## src/hw/rtl/i2cmbe_pkg.sv

```systemverilog
// Shared types and constants for the I2C master bit engine.
package i2cmbe_pkg;

    localparam logic [2:0] ACT_NONE  = 3'd0;
    localparam logic [2:0] ACT_START = 3'd1;
    localparam logic [2:0] ACT_STOP  = 3'd2;
    localparam logic [2:0] ACT_WRITE = 3'd3;
    localparam logic [2:0] ACT_READ  = 3'd4;
    localparam logic [2:0] ACT_FLUSH = 3'd5;

    localparam logic [15:0] DELAY_RESET = 16'd6;

    localparam logic [8:0] START_PHASES = 9'd3;
    localparam logic [8:0] STOP_PHASES  = 9'd4;
    localparam logic [8:0] WRITE_PHASES = 9'd28;
    localparam logic [8:0] READ_PHASES  = 9'd19;

    localparam logic [8:0] WR_BITS_END = 9'd24;
    localparam logic [8:0] WR_ACK_REL  = 9'd25;
    localparam logic [8:0] WR_ACK_CLK  = 9'd26;
    localparam logic [8:0] RD_BITS_END = 9'd16;
    localparam logic [8:0] RD_ACK_DRV  = 9'd17;

    typedef struct packed {
        logic [2:0] action;
        logic [7:0] write_data;
        logic       send_ack;
        logic [7:0] flush_count;
        logic       sda_in;
        logic       is_cmd;
    } t_item;

    typedef struct packed {
        logic       scl_out;
        logic       sda_out;
        logic       busy_res;
        logic       done_res;
        logic [7:0] read_data;
        logic       slave_nack;
        logic       rejected;
    } t_result;

endpackage

```

## src/hw/rtl/i2cmbe_front.sv

```systemverilog
// Front end: accept and classify tick items into a two-entry queue.
module i2cmbe_front import i2cmbe_pkg::*; (
    input  logic        i_clk,
    input  logic        i_rst_n,
    input  logic        i_valid,
    output logic        o_ready,
    input  logic [17:0] i_data,
    input  logic [2:0]  i_kind,
    output t_item       o_item,
    output logic        o_valid,
    input  logic        i_pop
);

    t_item      r_mem [2];
    logic       r_wr_ptr;
    logic       r_rd_ptr;
    logic [1:0] r_count;
    t_item      w_item;
    logic       w_push;

    always_comb begin
        w_item.action      = i_kind;
        w_item.write_data  = i_data[7:0];
        w_item.send_ack    = i_data[8];
        w_item.flush_count = i_data[16:9];
        w_item.sda_in      = i_data[17];
        w_item.is_cmd      = (i_kind >= ACT_START) && (i_kind <= ACT_FLUSH);
    end

    assign o_ready = (r_count != 2'd2);
    assign w_push  = i_valid && o_ready;
    assign o_valid = (r_count != 2'd0);
    assign o_item  = r_mem[r_rd_ptr];

    always_ff @(posedge i_clk) begin
        if (w_push) begin
            r_mem[r_wr_ptr] <= w_item;
        end
    end

    always_ff @(posedge i_clk) begin
        if (!i_rst_n) begin
            r_wr_ptr <= 1'b0;
            r_rd_ptr <= 1'b0;
            r_count  <= 2'd0;
        end else begin
            if (w_push) begin
                r_wr_ptr <= ~r_wr_ptr;
            end
            if (i_pop) begin
                r_rd_ptr <= ~r_rd_ptr;
            end
            case ({w_push, i_pop})
                2'b10:   r_count <= r_count + 2'd1;
                2'b01:   r_count <= r_count - 2'd1;
                default: r_count <= r_count;
            endcase
        end
    end

endmodule

```

## src/hw/rtl/i2cmbe_back.sv

```systemverilog
// Back end: phase sequencer for SCL/SDA and the registered result stage.
module i2cmbe_back import i2cmbe_pkg::*; (
    input  logic        i_clk,
    input  logic        i_rst_n,
    input  t_item       i_item,
    input  logic        i_valid,
    output logic        o_pop,
    input  logic        i_cfg_valid,
    input  logic [15:0] i_cfg_data,
    output t_result     o_result,
    output logic        o_valid,
    input  logic        i_ready
);

    typedef struct packed {
        logic scl;
        logic sda;
    } t_lines;

    logic [2:0]  r_cmd,   n_cmd;
    logic [8:0]  r_step,  n_step;
    logic [15:0] r_tick,  n_tick;
    logic [7:0]  r_shift, n_shift;
    logic [7:0]  r_pulse, n_pulse;
    logic        r_ack,   n_ack;
    logic        r_scl,   n_scl;
    logic        r_sda,   n_sda;
    logic        r_nack,  n_nack;
    logic [7:0]  r_last,  n_last;
    logic [1:0]  r_sub,   n_sub;
    logic [2:0]  r_bit,   n_bit;
    logic [15:0] r_delay;
    logic        r_out_valid;
    t_result     r_result;
    t_result     w_result;
    logic [15:0] w_delay;
    logic [8:0]  w_step_next;
    t_lines      w_lines;

    function automatic logic [8:0] phase_total(input logic [2:0] cmd, input logic [7:0] pulses);
        logic [8:0] total;
        case (cmd)
            ACT_START: total = START_PHASES;
            ACT_STOP:  total = STOP_PHASES;
            ACT_WRITE: total = WRITE_PHASES;
            ACT_READ:  total = READ_PHASES;
            ACT_FLUSH: total = {pulses, 1'b0};
            default:   total = 9'd0;
        endcase
        return total;
    endfunction

    function automatic t_lines apply_phase(
        input logic [2:0] cmd,
        input logic [8:0] k,
        input logic [1:0] sub,
        input logic [2:0] bit_idx,
        input logic [7:0] shift,
        input logic       ack,
        input t_lines     cur
    );
        t_lines lines;
        lines = cur;
        case (cmd)
            ACT_START: begin
                if (k == 9'd1) begin
                    lines.scl = 1'b1;
                end else if (k == 9'd2) begin
                    lines.sda = 1'b0;
                end
            end
            ACT_STOP: begin
                if (k == 9'd1) begin
                    lines.sda = 1'b0;
                end else if (k == 9'd2) begin
                    lines.scl = 1'b1;
                end else if (k == 9'd3) begin
                    lines.sda = 1'b1;
                end
            end
            ACT_FLUSH: lines.scl = k[0];
            ACT_WRITE: begin
                if (k == 9'd0) begin
                    lines.scl = 1'b0;
                end else if (k <= WR_BITS_END) begin
                    if (sub == 2'd0) begin
                        lines.sda = shift[~bit_idx];
                    end else begin
                        lines.scl = (sub == 2'd1);
                    end
                end else if (k == WR_ACK_REL) begin
                    lines.sda = 1'b1;
                end else if (k == WR_ACK_CLK) begin
                    lines.scl = 1'b1;
                end else begin
                    lines.scl = 1'b0;
                end
            end
            ACT_READ: begin
                if (k < RD_BITS_END) begin
                    lines.scl = k[0];
                end else if (k == RD_BITS_END) begin
                    lines.scl = 1'b0;
                end else if (k == RD_ACK_DRV) begin
                    lines.sda = ~ack;
                end else begin
                    lines.scl = 1'b1;
                end
            end
            default: lines = cur;
        endcase
        return lines;
    endfunction

    assign o_pop       = i_valid && (!r_out_valid || i_ready);
    assign w_delay     = (r_delay == 16'd0) ? 16'd1 : r_delay;
    assign w_step_next = r_step + 9'd1;

    always_comb begin
        n_cmd   = r_cmd;
        n_step  = r_step;
        n_tick  = r_tick;
        n_shift = r_shift;
        n_pulse = r_pulse;
        n_ack   = r_ack;
        n_nack  = r_nack;
        n_last  = r_last;
        n_sub   = r_sub;
        n_bit   = r_bit;
        w_lines = '{scl: r_scl, sda: r_sda};
        w_result.rejected = 1'b0;
        w_result.done_res = 1'b0;
        if (r_cmd != ACT_NONE) begin
            w_result.rejected = i_item.is_cmd;
            if (r_tick < w_delay) begin
                n_tick = r_tick + 16'd1;
            end else begin
                if ((r_cmd == ACT_WRITE) && (r_step == WR_ACK_CLK)) begin
                    n_nack = i_item.sda_in;
                end else if ((r_cmd == ACT_READ) && (r_step < RD_BITS_END) && r_step[0]
                             && i_item.sda_in) begin
                    n_shift[~r_step[3:1]] = 1'b1;
                end
                if (w_step_next >= phase_total(r_cmd, r_pulse)) begin
                    if (r_cmd == ACT_READ) begin
                        n_last = n_shift;
                    end
                    n_cmd  = ACT_NONE;
                    n_step = 9'd0;
                    n_tick = 16'd0;
                    w_result.done_res = 1'b1;
                end else begin
                    n_step = w_step_next;
                    if (r_sub == 2'd2) begin
                        n_sub = 2'd0;
                        n_bit = r_bit + 3'd1;
                    end else begin
                        n_sub = r_sub + 2'd1;
                    end
                    w_lines = apply_phase(r_cmd, n_step, n_sub, n_bit, n_shift, r_ack,
                                          '{scl: r_scl, sda: r_sda});
                    n_tick  = 16'd1;
                end
            end
        end else if (i_item.is_cmd) begin
            n_cmd   = i_item.action;
            n_step  = 9'd0;
            n_ack   = i_item.send_ack;
            n_pulse = i_item.flush_count;
            n_shift = (i_item.action == ACT_WRITE) ? i_item.write_data : 8'd0;
            n_sub   = 2'd2;
            n_bit   = 3'd7;
            if (phase_total(i_item.action, i_item.flush_count) == 9'd0) begin
                n_cmd  = ACT_NONE;
                n_tick = 16'd0;
                w_result.done_res = 1'b1;
            end else begin
                w_lines = apply_phase(i_item.action, 9'd0, n_sub, n_bit, n_shift, n_ack,
                                      '{scl: r_scl, sda: r_sda});
                n_tick  = 16'd1;
            end
        end
        n_scl = w_lines.scl;
        n_sda = w_lines.sda;
        w_result.scl_out    = n_scl;
        w_result.sda_out    = n_sda;
        w_result.busy_res   = (n_cmd != ACT_NONE);
        w_result.read_data  = n_last;
        w_result.slave_nack = n_nack;
    end

    always_ff @(posedge i_clk) begin
        if (!i_rst_n) begin
            r_cmd       <= ACT_NONE;
            r_step      <= 9'd0;
            r_tick      <= 16'd0;
            r_shift     <= 8'd0;
            r_pulse     <= 8'd0;
            r_ack       <= 1'b0;
            r_scl       <= 1'b1;
            r_sda       <= 1'b1;
            r_nack      <= 1'b0;
            r_last      <= 8'd0;
            r_sub       <= 2'd0;
            r_bit       <= 3'd0;
            r_delay     <= DELAY_RESET;
            r_out_valid <= 1'b0;
        end else begin
            if (i_cfg_valid) begin
                r_delay <= i_cfg_data;
            end
            if (o_pop) begin
                r_cmd       <= n_cmd;
                r_step      <= n_step;
                r_tick      <= n_tick;
                r_shift     <= n_shift;
                r_pulse     <= n_pulse;
                r_ack       <= n_ack;
                r_scl       <= n_scl;
                r_sda       <= n_sda;
                r_nack      <= n_nack;
                r_last      <= n_last;
                r_sub       <= n_sub;
                r_bit       <= n_bit;
                r_out_valid <= 1'b1;
            end else if (i_ready) begin
                r_out_valid <= 1'b0;
            end
        end
    end

    always_ff @(posedge i_clk) begin
        if (o_pop) begin
            r_result <= w_result;
        end
    end

    assign o_result = r_result;
    assign o_valid  = r_out_valid;

endmodule

```

## src/hw/rtl/i2c_master_bit_engine.sv

```systemverilog
// Top level of the tick-driven I2C master bit engine.
// One tick item is taken every clock cycle while the front queue has room, and one result
// comes out per item, held first in the front queue and then in the output register.
// Each item passes once through the back end's phase sequencer, which updates SCL, SDA
// and the phase counters in the same cycle. The configuration channel is always ready;
// write delay_ticks only while no command is in progress and no result is outstanding.
module i2c_master_bit_engine import i2cmbe_pkg::*; (
    input  logic        i_clk,
    input  logic        i_rst_n,
    input  logic        s_axis_tvalid,
    output logic        s_axis_tready,
    input  logic [23:0] s_axis_tdata,   // write_data[7:0], send_ack[8], flush_count[16:9], sda_in[17]
    input  logic [2:0]  s_axis_tuser,   // action[2:0]
    output logic        m_axis_tvalid,
    input  logic        m_axis_tready,
    output logic [15:0] m_axis_tdata,   // scl_out[0], sda_out[1], busy_res[2], done_res[3],
                                        // read_data[11:4], slave_nack[12], rejected[13]
    input  logic        i_cfg_valid,
    output logic        o_cfg_ready,
    input  logic [15:0] i_cfg_data      // delay_ticks
);

    t_item   w_q_item;
    logic    w_q_valid;
    logic    w_q_pop;
    t_result w_result;

    i2cmbe_front u_front (
        .i_clk   (i_clk),
        .i_rst_n (i_rst_n),
        .i_valid (s_axis_tvalid),
        .o_ready (s_axis_tready),
        .i_data  (s_axis_tdata[17:0]),
        .i_kind  (s_axis_tuser),
        .o_item  (w_q_item),
        .o_valid (w_q_valid),
        .i_pop   (w_q_pop)
    );

    i2cmbe_back u_back (
        .i_clk       (i_clk),
        .i_rst_n     (i_rst_n),
        .i_item      (w_q_item),
        .i_valid     (w_q_valid),
        .o_pop       (w_q_pop),
        .i_cfg_valid (i_cfg_valid),
        .i_cfg_data  (i_cfg_data),
        .o_result    (w_result),
        .o_valid     (m_axis_tvalid),
        .i_ready     (m_axis_tready)
    );

    assign o_cfg_ready  = 1'b1;
    assign m_axis_tdata = {2'b00, w_result.rejected, w_result.slave_nack, w_result.read_data,
                           w_result.done_res, w_result.busy_res, w_result.sda_out,
                           w_result.scl_out};

    a_full_needs_stall: assert property (@(posedge i_clk) disable iff (!i_rst_n)
        !s_axis_tready |-> $past(m_axis_tvalid && !m_axis_tready))
        else $error("queue full without an output stall");

    a_done_not_busy: assert property (@(posedge i_clk) disable iff (!i_rst_n)
        (m_axis_tvalid && m_axis_tdata[3]) |-> !m_axis_tdata[2])
        else $error("result marked done and busy");

    a_result_from_queue: assert property (@(posedge i_clk) disable iff (!i_rst_n)
        (m_axis_tvalid && !$past(m_axis_tvalid)) |-> $past(w_q_valid))
        else $error("result without a queued item");

endmodule
```

## config.mk

```make
export PLATFORM = sky130hd
export DESIGN_NAME = i2c_master_bit_engine
export DESIGN_NICKNAME = d
export VERILOG_FILES = /design/src/hw/rtl/i2cmbe_pkg.sv /design/src/hw/rtl/i2cmbe_front.sv /design/src/hw/rtl/i2cmbe_back.sv /design/src/hw/rtl/i2c_master_bit_engine.sv
export SDC_FILE = /design/constraint.sdc
export NUM_CORES = 1
export LEC_CHECK = 0
export BUFFER_PORTS_ARGS = -buffer_cell sky130_fd_sc_hd__buf_4
export CAP_MARGIN = 20
export CORE_UTILIZATION = 35
export DETAILED_ROUTE_END_ITERATION = 8
export HOLD_SLACK_MARGIN = 0.1
export PLACE_DENSITY_LB_ADDON = 0.08
export RECOVER_POWER = 100
export REMOVE_ABC_BUFFERS = 1
export SLEW_MARGIN = 20
export SYNTH_ARGS = -nofsm -noshare
export SYNTH_HDL_FRONTEND = slang
export SYNTH_SLANG_ARGS = --single-unit
```

## constraint.sdc

```tcl
create_clock -name i_clk -period 4.4 [get_ports i_clk]
set_clock_uncertainty 0.05 [all_clocks]
set_input_delay 0.44 -clock i_clk [delete_from_list [all_inputs] [get_ports i_clk]]
set_output_delay 0.44 -clock i_clk [all_outputs]
set_load 0.005 [all_outputs]
```

After elaboration in Yosys (flattened, before gate mapping). Memory sizes are Yosys's and may differ from the RTL's. A register that Yosys moved wholly into a read port is not among the register bits. Index checks and enable logic that the tools add are counted.

Output and inout port bits: 19. Memories kept: 1. Bits of input ports: 48. Memory bits (read-only): 0. Bits in latches: 0. Bits in registers: 96. Logic and storage cells: 196. Memory bits (writable): 44.

Reduce and logical (&&, ||, !) cells: 25. Divide/modulo/power cells: 0. Order comparisons: 10. Shift-type cells: 0. $mul: 0. Bitwise operators: 7. Equal/unequal tests: 25. Mux-type cells: 98. $add $sub $neg: 6.

Memory list: u_front.r_mem (words 2, bits a word 22, rd ports 1, clocked after Yosys merged registers in 1, write ports 1, RTL line i2cmbe_front.sv:14) `t_item r_mem [2];`.

Operator list (number): $mux W8 (12); $pmux W9 S5 (2); $mux W9 (8); $mux W16 (4); $eq A9 B5 Y1 const B (5); $mux W1 (40); $mux W3 (13); $mux W2 (14); $eq A9 B2 Y1 const B (2); $logic_not A9 Y1 (2); $lt A9 B5 Y1 const B (2); $add A16 B1 Y16 const B (1); $logic_not A16 Y1 (1); $lt A16 B16 Y1 (1); $eq A3 B2 Y1 const B (4); $eq A3 B3 Y1 const B (4); $add A9 B1 Y9 const B (1); $eq A9 B1 Y1 const B (1); $ge A9 B9 Y1 (1); $le A9 B5 Y1 const B (1); $logic_and A1 B1 Y1 (8); $lt A3 B4 Y1 const B (2); $or A8 B8 Y8 (1); $reduce_bool A2 Y1 (4); 24 further kinds (37).

Depth between registers and ports, before layout.
Word-level depth: 19. Gate-level depth with buffers: 14. Depth with buffers taken out: 13.

Hierarchy. From an unflattened synthesis, not the netlist that was laid out.

Cells, all modules: 744. Area total of the unflattened synthesis: 7480.9 um^2.

Modules (own cells, without submodules): i2cmbe_back (area each 5634.2 um^2, times used 1, cells an instance 646, seq. area each 1981.9 um^2); i2cmbe_front (area each 1816.7 um^2, times used 1, cells an instance 93, seq. area each 1421.4 um^2); i2c_master_bit_engine (area each 30.0 um^2, times used 1, cells an instance 5, seq. area each 0.0 um^2).

Worst setup path before layout. No wires, ideal clock.

Path type: register to register. Start: reg u_back.r_step[0]. End: reg u_back.r_last[7]. Path buffers: 1. Data arrival time: 3130 ps. Stages on the path, launching flop included: 14. Required time: 4234 ps. Clock period less this slack: 3296 ps. Slack: 1104 ps. Library setup time: 116 ps. Cells stage by stage: dfxtp_1 > ha_1 > nand3_1 > xor2_1 > inv_1 > ha_1 > o211ai_1 > o21a_1 > o21ai_0 > o2111ai_1 > nor2_2 > buf_2 > nand2_1 > o211a_1.

Cells in the longest elaborated chain, start to end: 12. Elaborated cells between the ends (all ways): 16. Classes of those cells: 1 x add/sub; 2 x order compare; 1 x eq/ne; 8 x mux; 4 x reduce/logical.

Ends and longest elaborated chain: start, declared (RTL line i2cmbe_back.sv:21) `logic [8:0] r_step, n_step;`; start signal, assigned (RTL line i2cmbe_back.sv:214) `r_step <= n_step;`; $lt A9 B5 Y1 (RTL line i2cmbe_back.sv:140) `end else if ((r_cmd == ACT_READ) && (r_step < RD_BITS_END) && r_step[0]`; $logic_and A1 B1 Y1 (2 in series) (RTL line i2cmbe_back.sv:140); $logic_and A1 B1 Y1 (RTL line i2cmbe_back.sv:141) `&& i_item.sda_in) begin`; $mux W8 (RTL line i2cmbe_back.sv:140); $mux W8 (RTL line i2cmbe_back.sv:138) `if ((r_cmd == ACT_WRITE) && (r_step == WR_ACK_CLK)) begin`; $mux W8 (RTL line i2cmbe_back.sv:135) `if (r_tick < w_delay) begin`; $mux W8 (RTL line i2cmbe_back.sv:133) `if (r_cmd != ACT_NONE) begin`; $mux W8 (RTL line i2cmbe_back.sv:145) `if (r_cmd == ACT_READ) begin`; $mux W8 (*) (RTL line i2cmbe_back.sv:144) `if (w_step_next >= phase_total(r_cmd, r_pulse)) begin`; $mux W8 (*) (RTL line i2cmbe_back.sv:135); $mux W8 (*) (RTL line i2cmbe_back.sv:133); end signal, assigned (RTL line i2cmbe_back.sv:222) `r_last <= n_last;`; end, declared (RTL line i2cmbe_back.sv:29) `logic [7:0] r_last, n_last;`.

Every way passes the cells marked *; elsewhere a longest branch is shown, timed or not. The select of a mux whose other input is x is not followed. A chain may end at the register's enable or synchronous reset.

Final worst setup path.
Start: reg u_back.r_step[0]. End: reg u_back.r_last[3].

The elaborated chain is that of the path after synthesis.

==> summary.md <==
| Metric | Value |
|---|---|
| Outcome | `finished, violations left` |
| Violated checks | `capacitance limit, slew limit` |
| Complex-gate fraction of the synthesized area | `0.168` |
| Synth async-reset ratio | `0` |
| Post-synth top area cell | `edfxtp_1` |
| Most used flip-flop cell after synthesis | `dfxtp_1` |
| Max Freq | `around 0.26 GHz` |
| Hold WC Path Type | `input pin to flip-flop` |
| Largest net degree at the start of global routing | `73` |
| Multiplexer area fraction after synthesis | `0.0609` |
| CP arrival | `approximately 4.2 ns` |
| Synth Instances | `709` |
| Metal-1 WL | `between 8000 and 9000 um` |
| Bufs on Longest Clock Path | `2` |
| Top Metal Used | `met4` |
| CTS Hold Bufs | `0` |
| Vias in the first global route | `5253` |
| Tmin final | `3.88 ns` |
| DR DRC count | `0` |
| Dpl hpwl | `12100 um` |
| Setup_tns | `0 ns` |
| Routed wl met3 | `roughly 690 um` |
| Vias post-DR | `5490` |
| H-tree levels | `4` |
| Post-CTS sizing | `0` |
| Layout cells sized above 1 | `0.135` |
| Port bufs | `between 50 and 60` |
| Root buf cell | `clkbuf_16` |
| TritonRoute pass-1 iters | `6` |
| GRT Overall Usage | `0.168` |
| Initial antenna violation count | `0` |
| Synth top area share | `0.243` |
| Final Non-Filler Cells | `roughly 1000` |
| Area Overhead vs Synth | `18.2%` |
| Num CTS Buffers | `17` |
| DIE HEIGHT | `145 um` |
| Worst r2r src | `u_back.r_step[0]` |
| Least-Margin Pin Slew | `just under 2 ns` |
| Main combinational cell family by area after synthesis | `simple AND/OR/NAND/NOR gates` |
| DR vias/cell | `roughly 5.3` |
| Synth cell types | `70` |
| Fin nets | `843` |
| Num rows | `just over 50` |
| Critical path launch point type | `flip-flop` |
| CP endpoint kind | `flip-flop` |
| Avg Inst Size Synth | `roughly 10 sq um` |
| Synthesized flop and latch total | `~140` |
| Worst setup path start | `u_back.r_step[0]` |
| Most common cell in the netlist | `dfxtp_1` |
| Synth top cells by count | `dfxtp_1 (83), nand2_1 (72), edfxtp_1 (58), nor2_1 (39), mux2i_1 (38)` |
| Gpl congestion | `0.840` |
| Fin. max-slew vios | `50` |
| Total grt overflow | `0` |
| Initial Utilization | `0.362` |
| Number of diodes | `0` |
| Sequential share of the synthesized area | `0.475` |
| Worst-path maximum fanout | `17` |
| CTS sink count | `roughly 140` |
| Critical path class | `flip-flop to flip-flop` |
| Placed insts | `slightly above 1000` |
| RSZ-0062 raised after global routing | `no` |
| Avg WL per Cell | `16.4 um` |
| Die W | `around 150 um` |
| Synth Area in Adders | `0.0559` |
| Rel. slew slack | `-0.322` |
| Min-Delay Startpoint | `s_axis_tdata[1]` |
| CTS tree | `done` |
| Routed WL | `17000 um` |
| Final period util | `0.883` |
| Power per cell area | `around 540 nW/um^2` |
| Xor-xnor portion of the synthesized cell area | `0.0330` |
| Core Region | `19800 sq um` |
| Post-synth EDFFs | `58` |
| Clock transition at the registers of the reported paths | `0.07 ns` |
| Finished Core Util | `0.428` |
| Clock Latency Late Sink | `around 0.43 ns` |
| Data required, critical path | `between 4 and 5 ns` |
| Area contributors post-synth | `edfxtp_1 (24%), dfxtp_1 (23%), ha_1 (5.6%), mux2i_1 (5.3%), o211a_1 (3.9%)` |
| I/O pin cnt | `67` |
| Setup violators final | `0` |
| Synth Area in Simple Gates | `0.169` |
| Fillers | `1962` |
| Peak supply drop | `slightly below 0.3 mV` |
| Met2 Routed Length | `8070 um` |
| Global-route wire length before repair | `between 20000 and 30000 um` |
| Mapped cell area | `a little over 7000 sq um` |
| DIE AREA | `21100 sq um` |
| Final Hold Vio Count | `0` |
| Max-cap viol count | `2` |
| Post-CTS setup buffer count | `0` |
| YS warnings | `0` |
| Leakage | `3.44 nW` |
| 1st-iter DRT viols | `380` |
| Antenna viol nets, final | `0` |
-- registers in the layout, indices dropped and copies added, names as in the netlist, 2 cells and up, named ones only --
register         cells
u_back.o_result     14
u_back.r_bit         3
u_back.r_cmd         3
u_back.r_delay      16
u_back.r_last        8
u_back.r_pulse       8
u_back.r_shift       8
u_back.r_step        9
u_back.r_sub         2
u_back.r_tick       16
u_front.r_count      2
u_front.r_mem       44
-- layout make-up --
| cell class | count | area (sq um) | area share |
|---|---|---|---|
| well taps | 265 | 332 | 0.0391 |
| repair buffers | 67 | 470 | 0.0555 |
| clock buffers | 17 | 425 | 0.0502 |
| multi-input cells | 504 | 3490 | 0.413 |
| inverters | 32 | 120 | 0.0142 |
| flip-flops and latches | 141 | 3400 | 0.402 |
| clock inverters | 15 | 225 | 0.0266 |
-- cells by family (layout without fill, tap and decap cells) --
family / Yosys count / in the layout
AO/OA/AOI/OAI: 164 / 164
multiplexers: 43 / 43
adder cells (fa/ha/maj): 32 / 32
flip-flops: 141 / 141
other: 2 / 3
buffers and inverters: 65 / 131
AND/OR/NAND/NOR: 235 / 235
XOR/XNOR: 27 / 27
-- through the flow --
stage	hold WS (ns)	setup slack (ns)	total power, W	cell area [sq um]
2_1_floorplan	0.393	0.844	0.00257	7020
3_3_place_gp	0.404	0.580	0.00301	7860
3_5_place_dp	0.428	0.527	0.00304	7860
4_1_cts	0.120	0.502	0.00464	8510
5_1_grt	0.133	0.134	0.00482	8470
6_report	0.161	0.515	0.00457	8470
-- worst paths after layout --
path | to | slack [ns] | cells after the start
worst max-delay path | u_back.r_last[3] | 0.52 | 15
worst min-delay path | u_front.r_mem[0][12] | 0.16 | 1
worst max register to register | u_back.r_last[3] | 0.52 | 15
worst min register to register | u_back.r_nack | 0.44 | 2
-- metal layers --
metal  up-vias  track usage
met5         -            0
met4         0       0.0547
met3        13       0.0412
met2       132        0.275
met1      2621        0.218
li1       2724            -
-- cell usage in the layout (no fill, tap or decap), drive strengths merged, types with 7 or more instances in the layout --
cell type | Yosys | final
dfxtp | 83 | 83
nor3 | 13 | 13
clkbuf | 17 | 59
mux2i | 38 | 38
inv | 32 | 40
edfxtp | 58 | 58
nor2 | 40 | 40
o211ai | 7 | 7
nor4 | 12 | 12
xor2 | 13 | 13
a21oi | 35 | 35
ha | 32 | 32
nor2b | 24 | 24
a21boi | 8 | 8
o221ai | 9 | 9
buf | 16 | 25
nand2 | 72 | 72
nand3 | 24 | 24
and2 | 10 | 10
o21ai | 32 | 32
xnor2 | 14 | 14
nand4 | 15 | 15
o211a | 28 | 28
-- worst max-delay path, cell delays in order, from the launching register on --
cell and delay (ns):
dfxtp_1 0.66, ha_1 0.40, nand3_1 0.16, nor2_1 0.14
xnor2_1 0.25, inv_1 0.09, ha_1 0.29, o21a_1 0.13
nand2_1 0.05, o21ai_0 0.45, o2111ai_1 0.26, buf_4 0.25
nor2_1 0.15, clkbuf_2 0.22, nand2_1 0.08, o211a_1 0.15
-- power by group --
part / switching, W / internal [W]
Combinational: 0.000713 / 0.000482
Sequential: 0.000157 / 0.00163
Clock: 0.000655 / 0.000930
Note: power is estimated with default switching activity, not from simulation.
